==> src/fqmm_pkg.sv <==
// ----------------------------------------------------------------------------
// fqmm_pkg
// Types and constants shared by the FIFO queue with min/max search unit.
// ----------------------------------------------------------------------------
package fqmm_pkg;

    localparam int ID_W    = 32;
    localparam int SCORE_W = 16;
    localparam int OP_W    = 2;
    localparam int ST_W    = 2;
    localparam int REC_W   = ID_W + SCORE_W;

    typedef enum logic [OP_W-1:0] {
        OP_ENQ = 2'd0,
        OP_DEQ = 2'd1,
        OP_MAX = 2'd2,
        OP_MIN = 2'd3
    } t_op;

    typedef enum logic [ST_W-1:0] {
        ST_OK    = 2'd0,
        ST_EMPTY = 2'd1,
        ST_FULL  = 2'd2
    } t_status;

    typedef enum logic [1:0] {
        S_IDLE,
        S_DEQ,
        S_SCAN,
        S_FIN
    } t_state;

    typedef struct packed {
        logic en;
        logic first;
        logic find_max;
    } t_best_ctl;

endpackage

==> src/fqmm_ram.sv <==
// ----------------------------------------------------------------------------
// fqmm_ram
// Record store: one write port, one read port, registered read data.
// ----------------------------------------------------------------------------
module fqmm_ram #(
    parameter int DEPTH = 64,
    parameter int AW    = 6,
    parameter int W     = 48
) (
    input  logic          i_clk,
    input  logic          i_we,
    input  logic [AW-1:0] i_waddr,
    input  logic [W-1:0]  i_wdata,
    input  logic          i_re,
    input  logic [AW-1:0] i_raddr,
    output logic [W-1:0]  o_rdata
);

    logic [W-1:0] r_mem [DEPTH];
    logic [W-1:0] r_rdata;

    always_ff @(posedge i_clk) begin
        if (i_we) begin
            r_mem[i_waddr] <= i_wdata;
        end
    end

    always_ff @(posedge i_clk) begin
        if (i_re) begin
            r_rdata <= r_mem[i_raddr];
        end
    end

    assign o_rdata = r_rdata;

endmodule

==> src/fqmm_best.sv <==
// ----------------------------------------------------------------------------
// fqmm_best
// Shared signed score comparator holding the current best record of a scan.
// ----------------------------------------------------------------------------
module fqmm_best (
    input  logic                                 i_clk,
    input  fqmm_pkg::t_best_ctl                  i_ctl,
    input  logic        [fqmm_pkg::ID_W-1:0]     i_id,
    input  logic signed [fqmm_pkg::SCORE_W-1:0]  i_score,
    output logic        [fqmm_pkg::ID_W-1:0]     o_best_id,
    output logic signed [fqmm_pkg::SCORE_W-1:0]  o_best_score
);

    logic        [fqmm_pkg::ID_W-1:0]    r_best_id;
    logic signed [fqmm_pkg::SCORE_W-1:0] r_best_score;
    logic                                take;

    always_comb begin
        if (i_ctl.first) begin
            take = 1'b1;
        end else if (i_ctl.find_max) begin
            take = (i_score > r_best_score);
        end else begin
            take = (i_score < r_best_score);
        end
    end

    always_ff @(posedge i_clk) begin
        if (i_ctl.en && take) begin
            r_best_id    <= i_id;
            r_best_score <= i_score;
        end
    end

    assign o_best_id    = r_best_id;
    assign o_best_score = r_best_score;

endmodule

==> src/fifo_queue_min_max_search_unit.sv <==
// ----------------------------------------------------------------------------
// fifo_queue_min_max_search_unit
// FIFO of (id, score) records in a ring with largest/smallest score search.
// ----------------------------------------------------------------------------
// One operation per input beat, one result beat per operation. Enqueue and
// any rejected operation (full or empty) are settled in the accept cycle;
// dequeue returns the head entry from S_DEQ; a search walks every entry in
// S_SCAN, then S_FIN, as the single read port of the record store delivers
// one entry per cycle to the shared comparator. The next beat is taken in
// S_IDLE once the result register is free or drains in the same cycle.
module fifo_queue_min_max_search_unit #(
    parameter int DEPTH = 64
) (
    input  logic                                 i_clk,
    input  logic                                 i_rst_n,
    input  logic                                 i_in_valid,
    output logic                                 o_in_stall,
    input  logic        [fqmm_pkg::OP_W-1:0]     i_operation,
    input  logic        [fqmm_pkg::ID_W-1:0]     i_record_id,
    input  logic signed [fqmm_pkg::SCORE_W-1:0]  i_record_score,
    output logic                                 o_out_valid,
    input  logic                                 i_out_stall,
    output logic        [fqmm_pkg::ST_W-1:0]     o_status,
    output logic        [fqmm_pkg::ID_W-1:0]     o_found_id,
    output logic signed [fqmm_pkg::SCORE_W-1:0]  o_found_score,
    output logic        [$clog2(DEPTH+1)-1:0]    o_entry_count
);

    localparam int AW = $clog2(DEPTH);
    localparam int CW = $clog2(DEPTH + 1);
    localparam logic [AW-1:0] LAST_PTR  = AW'(DEPTH - 1);
    localparam logic [CW-1:0] FULL_CNT  = CW'(DEPTH);

    fqmm_pkg::t_state r_state, n_state;
    logic [AW-1:0] r_head, n_head;
    logic [AW-1:0] r_tail, n_tail;
    logic [AW-1:0] r_rd_ptr, n_rd_ptr;
    logic [CW-1:0] r_count, n_count;
    logic [CW-1:0] r_left, n_left;
    logic          r_first, n_first;
    logic          r_find_max, n_find_max;

    logic                                r_out_valid, n_out_valid;
    logic [fqmm_pkg::ST_W-1:0]           r_status, n_status;
    logic [fqmm_pkg::ID_W-1:0]           r_id, n_id;
    logic signed [fqmm_pkg::SCORE_W-1:0] r_score, n_score;
    logic [CW-1:0]                       r_cnt_out, n_cnt_out;

    logic                                ram_we;
    logic                                ram_re;
    logic [AW-1:0]                       ram_raddr;
    logic [fqmm_pkg::REC_W-1:0]          ram_rdata;
    logic [fqmm_pkg::ID_W-1:0]           rd_id;
    logic signed [fqmm_pkg::SCORE_W-1:0] rd_score;
    fqmm_pkg::t_best_ctl                 best_ctl;
    logic [fqmm_pkg::ID_W-1:0]           best_id;
    logic signed [fqmm_pkg::SCORE_W-1:0] best_score;
    logic                                in_ready;
    logic                                in_take;
    fqmm_pkg::t_op                       op;

    function automatic logic [AW-1:0] ring_next(input logic [AW-1:0] p);
        ring_next = (p == LAST_PTR) ? '0 : p + AW'(1);
    endfunction

    assign rd_id    = ram_rdata[fqmm_pkg::REC_W-1:fqmm_pkg::SCORE_W];
    assign rd_score = ram_rdata[fqmm_pkg::SCORE_W-1:0];
    assign op       = fqmm_pkg::t_op'(i_operation);

    assign in_ready   = (r_state == fqmm_pkg::S_IDLE) && (!r_out_valid || !i_out_stall);
    assign in_take    = i_in_valid && in_ready;
    assign o_in_stall = !in_ready;

    fqmm_ram #(
        .DEPTH (DEPTH),
        .AW    (AW),
        .W     (fqmm_pkg::REC_W)
    ) u_ram (
        .i_clk   (i_clk),
        .i_we    (ram_we),
        .i_waddr (r_tail),
        .i_wdata ({i_record_id, i_record_score}),
        .i_re    (ram_re),
        .i_raddr (ram_raddr),
        .o_rdata (ram_rdata)
    );

    fqmm_best u_best (
        .i_clk        (i_clk),
        .i_ctl        (best_ctl),
        .i_id         (rd_id),
        .i_score      (rd_score),
        .o_best_id    (best_id),
        .o_best_score (best_score)
    );

    always_ff @(posedge i_clk) begin
        if (!i_rst_n) begin
            r_state     <= fqmm_pkg::S_IDLE;
            r_head      <= '0;
            r_tail      <= '0;
            r_count     <= '0;
            r_out_valid <= 1'b0;
        end else begin
            r_state     <= n_state;
            r_head      <= n_head;
            r_tail      <= n_tail;
            r_count     <= n_count;
            r_out_valid <= n_out_valid;
        end
    end

    always_ff @(posedge i_clk) begin
        r_rd_ptr   <= n_rd_ptr;
        r_left     <= n_left;
        r_first    <= n_first;
        r_find_max <= n_find_max;
        r_status   <= n_status;
        r_id       <= n_id;
        r_score    <= n_score;
        r_cnt_out  <= n_cnt_out;
    end

    always_comb begin
        n_state     = r_state;
        n_head      = r_head;
        n_tail      = r_tail;
        n_count     = r_count;
        n_rd_ptr    = r_rd_ptr;
        n_left      = r_left;
        n_first     = r_first;
        n_find_max  = r_find_max;
        n_out_valid = r_out_valid && i_out_stall;
        n_status    = r_status;
        n_id        = r_id;
        n_score     = r_score;
        n_cnt_out   = r_cnt_out;
        ram_we      = 1'b0;
        ram_re      = 1'b0;
        ram_raddr   = r_rd_ptr;
        best_ctl    = '0;

        unique case (r_state)
            fqmm_pkg::S_IDLE: begin
                if (in_take) begin
                    n_id    = '0;
                    n_score = '0;
                    if (op == fqmm_pkg::OP_ENQ) begin
                        n_out_valid = 1'b1;
                        if (r_count == FULL_CNT) begin
                            n_status  = fqmm_pkg::ST_FULL;
                            n_cnt_out = r_count;
                        end else begin
                            ram_we    = 1'b1;
                            n_tail    = ring_next(r_tail);
                            n_count   = r_count + CW'(1);
                            n_status  = fqmm_pkg::ST_OK;
                            n_cnt_out = r_count + CW'(1);
                        end
                    end else if (r_count == '0) begin
                        n_out_valid = 1'b1;
                        n_status    = fqmm_pkg::ST_EMPTY;
                        n_cnt_out   = r_count;
                    end else if (op == fqmm_pkg::OP_DEQ) begin
                        ram_re    = 1'b1;
                        ram_raddr = r_head;
                        n_head    = ring_next(r_head);
                        n_count   = r_count - CW'(1);
                        n_state   = fqmm_pkg::S_DEQ;
                    end else begin
                        ram_re     = 1'b1;
                        ram_raddr  = r_head;
                        n_rd_ptr   = ring_next(r_head);
                        n_left     = r_count;
                        n_first    = 1'b1;
                        n_find_max = (op == fqmm_pkg::OP_MAX);
                        n_state    = fqmm_pkg::S_SCAN;
                    end
                end
            end
            fqmm_pkg::S_DEQ: begin
                n_out_valid = 1'b1;
                n_status    = fqmm_pkg::ST_OK;
                n_id        = rd_id;
                n_score     = rd_score;
                n_cnt_out   = r_count;
                n_state     = fqmm_pkg::S_IDLE;
            end
            fqmm_pkg::S_SCAN: begin
                best_ctl.en       = 1'b1;
                best_ctl.first    = r_first;
                best_ctl.find_max = r_find_max;
                n_first           = 1'b0;
                n_left            = r_left - CW'(1);
                if (r_left > CW'(1)) begin
                    ram_re   = 1'b1;
                    n_rd_ptr = ring_next(r_rd_ptr);
                end else begin
                    n_state = fqmm_pkg::S_FIN;
                end
            end
            fqmm_pkg::S_FIN: begin
                n_out_valid = 1'b1;
                n_status    = fqmm_pkg::ST_OK;
                n_id        = best_id;
                n_score     = best_score;
                n_cnt_out   = r_count;
                n_state     = fqmm_pkg::S_IDLE;
            end
            default: begin
                n_state = fqmm_pkg::S_IDLE;
            end
        endcase
    end

    assign o_out_valid   = r_out_valid;
    assign o_status      = r_status;
    assign o_found_id    = r_id;
    assign o_found_score = r_score;
    assign o_entry_count = r_cnt_out;

    a_count_bound: assert property (@(posedge i_clk) disable iff (!i_rst_n)
        r_count <= FULL_CNT)
        else $error("entry count above depth");

    a_scan_left: assert property (@(posedge i_clk) disable iff (!i_rst_n)
        (r_state == fqmm_pkg::S_SCAN) |-> (r_left != '0))
        else $error("scan running with no entries left");

    a_deq_result: assert property (@(posedge i_clk) disable iff (!i_rst_n)
        (r_state == fqmm_pkg::S_DEQ) |=> (r_out_valid && r_status == fqmm_pkg::ST_OK))
        else $error("dequeue did not produce a result");

    a_fin_result: assert property (@(posedge i_clk) disable iff (!i_rst_n)
        (r_state == fqmm_pkg::S_FIN) |=> (r_out_valid && r_cnt_out == r_count))
        else $error("search result missing or count mismatch");

    a_enq_empty: assert property (@(posedge i_clk) disable iff (!i_rst_n)
        (in_take && op == fqmm_pkg::OP_ENQ && r_count == '0) |=> (r_count == CW'(1)))
        else $error("enqueue into empty queue did not store");

endmodule
==> config.mk <==
export PLATFORM = sky130hd
export DESIGN_NAME = fifo_queue_min_max_search_unit
export DESIGN_NICKNAME = d
export VERILOG_FILES = /design/src/fqmm_pkg.sv /design/src/fqmm_ram.sv /design/src/fqmm_best.sv /design/src/fifo_queue_min_max_search_unit.sv
export SDC_FILE = /design/constraint.sdc
export NUM_CORES = 2
export LEC_CHECK = 0
export ABC_AREA = 1
export BUFFER_PORTS_ARGS = -buffer_cell sky130_fd_sc_hd__buf_2
export CORE_AREA = 2 2 654 656
export CTS_CLUSTER_DIAMETER = 120
export CTS_CLUSTER_SIZE = 24
export DETAILED_ROUTE_END_ITERATION = 6
export DIE_AREA = 0 0 656 658
export HOLD_SLACK_MARGIN = 0.08
export MAX_ROUTING_LAYER = met4
export SYNTH_ARGS = -nofsm -noshare
export SYNTH_HDL_FRONTEND = slang
export SYNTH_HIERARCHICAL = 1
export SYNTH_SLANG_ARGS = --single-unit
==> constraint.sdc <==
create_clock -name i_clk -period 13.5 [get_ports i_clk]
set_input_delay 1.35 -clock i_clk [delete_from_list [all_inputs] [get_ports i_clk]]
set_output_delay 1.35 -clock i_clk [all_outputs]
set_load 0.005 [all_outputs]
; After elaboration in Yosys (flattened, before gate mapping)
; Memories as Yosys holds them, arrays and structs flattened. A register that Yosys moved wholly into a read port is not among the register bits.
; Cells that the tools add are included.
[classes]
addsub = 6
order_cmp = 3
eq_ne = 17
n_mux = 64
bitwise_logic = 4
n_reduce_logical = 25
[op_table]
columns = operator, n
row1 = 32-bit case mux with 3 select lines, 1
row2 = 7-bit 2-to-1 mux, 11
row3 = 6-bit 2-to-1 mux, 12
row4 = 16-bit case mux with 3 select lines, 1
row5 = 32-bit 2-to-1 mux, 1
row6 = 7-bit case mux with 2 select lines, 2
row7 = 1-bit 2-to-1 mux, 19
row8 = "6-bit by 1-bit adder with 6-bit output, second input constant", 3
row9 = "6-bit == test, second input constant", 3
row10 = 2-bit 2-to-1 mux, 9
row11 = 16-bit > comparator, 1
row12 = 16-bit < comparator, 1
row13 = 16-bit 2-to-1 mux, 1
row14 = 5-bit AND reduction, 3
row15 = "2-bit != test, second input constant", 7
row16 = "7-bit by 1-bit subtractor with 7-bit output, second input constant", 2
row17 = 6-bit case mux with 2 select lines, 1
row18 = 4-bit AND reduction, 3
row19 = "7-bit by 1-bit adder with 7-bit output, second input constant", 1
row20 = "7-bit == test, second input constant", 1
row21 = "7-bit by 1-bit > comparator with 1-bit output, second input constant", 1
row22 = 7-bit logical NOT, 1
row23 = "2-bit == test, second input constant", 3
row24 = 1-bit case mux with 2 select lines, 3
row25 = 16 further kinds, 28
[word_totals]
register_bits = 142
ramBits = 3072
input_bits = 54
output_inout_bits = 59
mem_count = 1
[mem_list]
columns = name, depth, width, rd, rd_ports_with_merged_regs, wr, line
row1 = u_ram.r_mem, 64, 48, 1, 1, 1, fqmm_ram.sv:19  ; logic [W-1:0] r_mem [DEPTH];

; Depth between registers and ports, before layout
[logic_depth]
depth_word = 8
mapped_depth = 21
ltp_nobuf = 17

; Hierarchy
; The synthesis kept the hierarchy.
[modules_own_cells]
columns = mod, instances, cells_per_inst, area_per_inst_um2, seq_area_each_um2
row1 = fqmm_ram, 1, 10109, 124543.2, 93689.9
row2 = fifo_queue_min_max_search_unit, 1, 566, 4885.9, 2602.5
row3 = fqmm_best, 1, 135, 1939.4, 1441.4

; Worst setup path before layout
; Ideal clock, no wire load.
[synth_timing]
kind = input to register
from = in i_operation[0] (netlist name)
to = mem u_ram.r_mem[32][0], enable pin
setup_time_ns = 0.573
t_arrival_ns = 6.952
required_time_ns = 12.927
slack_ns = 5.974
stages = 6
path_buffers = 1
path_cell_list = nor2_2 -> nand2_1 -> nor2_4 -> clkbuf_1 -> nand3_1 -> nor4_1
[synth_via]
elab_chain_cells = 6
[synth_rtl]
columns = item, line
row1 = "start, declared", fifo_queue_min_max_search_unit.sv:18  ; input logic [fqmm_pkg::OP_W-1:0] i_operation,
row2 = 2-bit logical NOT, fifo_queue_min_max_search_unit.sv:148  ; if (op == fqmm_pkg::OP_ENQ) begin
row3 = 1-bit 2-to-1 mux, fifo_queue_min_max_search_unit.sv:148
row4 = 1-bit 2-to-1 mux, fifo_queue_min_max_search_unit.sv:145  ; if (in_take) begin
row5 = 1-bit 2-to-1 mux, fifo_queue_min_max_search_unit.sv:143  ; unique case (r_state)
row6 = via ram_we, fifo_queue_min_max_search_unit.sv:49  ; logic ram_we;
row7 = 1-bit 2-to-1 mux, fqmm_ram.sv:23  ; if (i_we) begin
row8 = 1-bit 2-to-1 mux (not written as such), fqmm_ram.sv:24  ; r_mem[i_waddr] <= i_wdata;
row9 = "end, declared", fqmm_ram.sv:19
; The timed path passes the listed nets, and every way through them passes these cells.

; Worst setup path after layout
[layout_timing]
from = reg r_state[1]
to = reg u_ram.r_rdata[13] (netlist: u_ram/o_rdata[13]) (read register of u_ram.r_mem) (data pin)
[layout_via]
elab_chain_cells = 5
word_cells_on_any_way = 8
classes_between = eq/ne: 1 / mux: 4 / reduce/logical: 3
[layout_rtl]
columns = item, line
row1 = "start, declared", fifo_queue_min_max_search_unit.sv:34  ; fqmm_pkg::t_state r_state, n_state;
row2 = "start signal, assigned", fifo_queue_min_max_search_unit.sv:99  ; r_state <= fqmm_pkg::S_IDLE;
row3 = "start signal, assigned", fifo_queue_min_max_search_unit.sv:105  ; r_state <= n_state;
row4 = 2-bit logical NOT *, "fifo_queue_min_max_search_unit.sv:70, fifo_queue_min_max_search_unit.sv:143"
row5 = 1-bit logical AND, fifo_queue_min_max_search_unit.sv:70  ; assign in_ready = (r_state == fqmm_pkg::S_IDLE) && (!r_out_valid || !i_out_stall);
row6 = 1-bit logical AND, fifo_queue_min_max_search_unit.sv:71  ; assign in_take = i_in_valid && in_ready;
row7 = 6-bit 2-to-1 mux, fifo_queue_min_max_search_unit.sv:145
row8 = 6-bit 2-to-1 mux *, fifo_queue_min_max_search_unit.sv:143
row9 = via ram_raddr[0], fifo_queue_min_max_search_unit.sv:51  ; logic [AW-1:0] ram_raddr;
row10 = "end, declared", fqmm_ram.sv:20  ; logic [W-1:0] r_rdata;
; The timed path passes the listed nets; every way through them passes the cells marked *.
; A chain may end at the register's enable or synchronous reset.

==> results.ini <==
[setup_path]
crit_type=flip-flop to flip-flop
crit_required_ns=14.30
crit_chain=nor2_4 -> nand3_4 -> nor2_4 -> nand2_2 -> nand2_1 -> o21ai_4 -> buf_4 -> buf_4 -> buf_4 -> buf_4 -> nand2_1 -> nand3_1 -> nand3_1 -> nand3_1 -> nand3_1 -> nand2_1 -> nand2_1 -> nand2_1
max_stage_delay_ns=1.04
path_common_cell=nand2_1
r2r_cells=18
timing.rr.start=r_state[1]
cp_max_fo=83
critPathCaptureType=flip-flop
arrival_ns=7.70
slowest_stage=dfxtp_2
rrSetupSlack_ns=6.60
rr_endpoint=u_ram/o_rdata[13]
start_kind=flip-flop

[timing]
slew_violations=0
hold_violations=0
tightestPinTransition_ns=1.29
fin_crit_sh_pct=51.1
period_minus_slack_ns=6.90
final.setup.tns_ns=0
rsz0062_at_grt=no
setup_violations=0
skew_ns=0.0629
slew-limit-headroom_pct=14.2
clock.fmax_ghz=0.145

[logic_synthesis]
synth_edf_count=3240
ys_seq_area_share_pct=74.4
synth_cells=10800
yosysWarningCount=6
avgSynthCellArea_um2=12.2
syn_nets=10900
synth-main-ff-cell=edfxtp_1
syn_area_um2=131000
ys_ff_latch=3262
synth_cell_type_count=39
async_flop_share_pct=0

[cts]
clkTransAtPathRegs_ns=0.10
numClockSinks=3262
hold_buffers=0
htreeDepth=4
post_cts_resized=0
cts_tree=yes
cts_setup_buffers=0
cts_made_buffers=162
root_buffer=clkbuf_16
clk_path_buf_depth=4
clock_latency_ns=0.93

[global_route]
grt_pass1_vias=78800
grt_max_degree=199
grt_antenna_before_repair=40
track_usage_pct=18.7
grt_pass1_wl_um=578000
overflow=0

[final_layout]
layout-drive-gt1-share_pct=5.53
regArea_um2=97700
nets=10700
fillers=41900
multi_input_area_um2=30200
post-route-util_pct=33.4
syn_to_final_growth_pct=8.01

[drt]
drc_errors=26
wl_per_cell_um=24.9
vias=85600
drt.antenna.violating_nets=0
firstDrtPassIters=7
drt-initial-drc-count=11600
wirelength_um=406000
vias_per_cell=5.25

[worst_hold_path]
hold_end=u_best/o_best_id[24]
hold_class=flip-flop to flip-flop
worstHoldPathCells=0
worstHoldStart=u_ram/o_rdata[40]

[power]
ir_drop_uv=121
leakage_nw=48.1
power_density_nw_per_um2=156

[outcome]
status=finished, violations left
violations=DRC

[place]
hpwl_um=209000
place.gp.congestion=0.810
port_buffers=112

[floorplan]
fp.dieH_um=658
rows=240
core-area_um2=425000
die-area_um2=432000
initial_utilization_pct=30.9
num_io_pins=113
fp.dieW_um=656

[flow_run]
cap_violations=0

worst max-delay path: cells and delay by family (launching register included):
kind / cells / cell delay, ns
flops: 1 / 1.04
compound gates: 1 / 0.18
simple gates: 13 / 2.00
buf+inv: 4 / 3.29
report_power, final:
group / total (mW) / internal (mW) / switching, mW
registers: 11.5 / 11.3 / 0.214
logic: 5.23 / 1.36 / 3.88
clock network: 5.32 / 2.20 / 3.12
total: 22.1 / 14.9 / 7.21
cell families after synthesis:
kind of cell | count (synthesis) | synth area share [%]
AOI/OAI and AO/OA | 60 | 0.248
buffers and inverters | 783 | 3.03
and+or+nand+nor | 6666 | 22.0
adders and majority gates | 23 | 0.219
xor gates and xnor gates | 16 | 0.107
DFF | 3262 | 74.4
how the worst max path moves through the flow:
stage / from / endpoint / slack [ns]
floorplan: i_operation[0] / u_ram/r_mem[32][0] / 5.97
global placement: i_operation[0] / u_ram/o_rdata[13] / 6.13
detailed placement: i_operation[0] / u_ram/o_rdata[13] / 6.07
CTS: r_state[1] / u_ram/o_rdata[13] / 6.72
global route: r_state[1] / u_ram/o_rdata[13] / 6.14
finish: r_state[1] / u_ram/o_rdata[13] / 6.60
state kept, by name, summed over array words and instances (netlist names):
name	cells
u_ram/r_mem	3072
u_ram/o_rdata	48
o_found_id	32
u_best/o_best_id	32
o_found_score	16
u_best/o_best_score	16
o_entry_count	7
r_count	7
r_left	7
r_head	6
r_rd_ptr	6
r_tail	6
o_status	2
r_state	2
o_out_valid	1
r_find_max	1
r_first	1
per-stage QoR:
step	total power, mW	hold slack [ns]	setup slack (ns)	cell area, um2	cells
floorplan	15.1	0.427	5.97	131000	10800
global placement	16.9	0.435	6.13	138000	16100
detailed placement	16.9	0.442	6.07	138000	16100
CTS	22.1	0.471	6.72	142000	16300
global route	23.0	0.481	6.14	142000	16300
finish	22.1	0.471	6.60	142000	16300
layout by cell type, fill, tap and decap left out, types with 2 or more instances in the layout:
| master | instances |
|---|---|
| a21oi_1 | 18 |
| a31oi_1 | 2 |
| buf_12 | 14 |
| buf_2 | 112 |
| buf_4 | 183 |
| clkbuf_1 | 7 |
| clkbuf_16 | 164 |
| dfxtp_1 | 20 |
| diode_2 | 30 |
| edfxtp_1 | 3240 |
| ha_1 | 23 |
| inv_1 | 65 |
| inv_2 | 7 |
| inv_6 | 4 |
| inv_8 | 3 |
| nand2_1 | 3524 |
| nand2_2 | 8 |
| nand3_1 | 2984 |
| nand4_1 | 16 |
| nor2_1 | 53 |
| nor2_2 | 5 |
| nor2_4 | 60 |
| nor3_1 | 3 |
| nor4_2 | 8 |
| o211ai_1 | 2 |
| o21ai_0 | 25 |
| o21ai_4 | 6 |
| o22ai_1 | 2 |
| xnor2_1 | 3 |
| xor2_1 | 13 |
final cells by class:
class / instances / share of cell area [%]
sequential: 3262 / 68.9
multi-input combinational: 6765 / 21.3
tap: 5687 / 5.01
clock buffer: 171 / 2.91
timing repair buffer: 309 / 1.56
inverter: 79 / 0.241
clock inverter: 7 / 0.0529
antenna: 30 / 0.0529
cell usage after synthesis (2+ instances only):
library cell  count  area [um2]
xnor2_1           3        26.3
dfxtp_1          22         440
o21ai_0          25         125
clkinv_1          3        11.3
ha_1             23         288
nand2_2           7        43.8
nor2_2            5        31.3
buf_6            24         270
a31oi_1           2        12.5
nand4_1          16         100
nor4_1            8        50.1
edfxtp_1       3240       97300
a21oi_1          18        90.1
nand2_1        3526       13200
nand3_1        2984       14900
clkbuf_1        120         450
inv_2             6        22.5
buf_2           374        1870
o21ai_1           6        30.0
buf_1            85         319
o211ai_1          2        15.0
nor2_4            4        45.0
nor3_1            3        15.0
inv_1            69         259
nor2_1          109         409
buf_4           100         751
xor2_1           13         114
o22ai_1           2        12.5
metal layers:
layer / up-vias / track usage [%] / share of wire [%]
li1: 37800 / - / -
met1: 42900 / 25.0 / 41
met2: 4278 / 29.2 / 46
met3: 688 / 2.76 / 9.0
met4: 0 / 6.05 / 3.5
met5: - / - / 0
No activity file was read; power rests on OpenSTA's default activity.
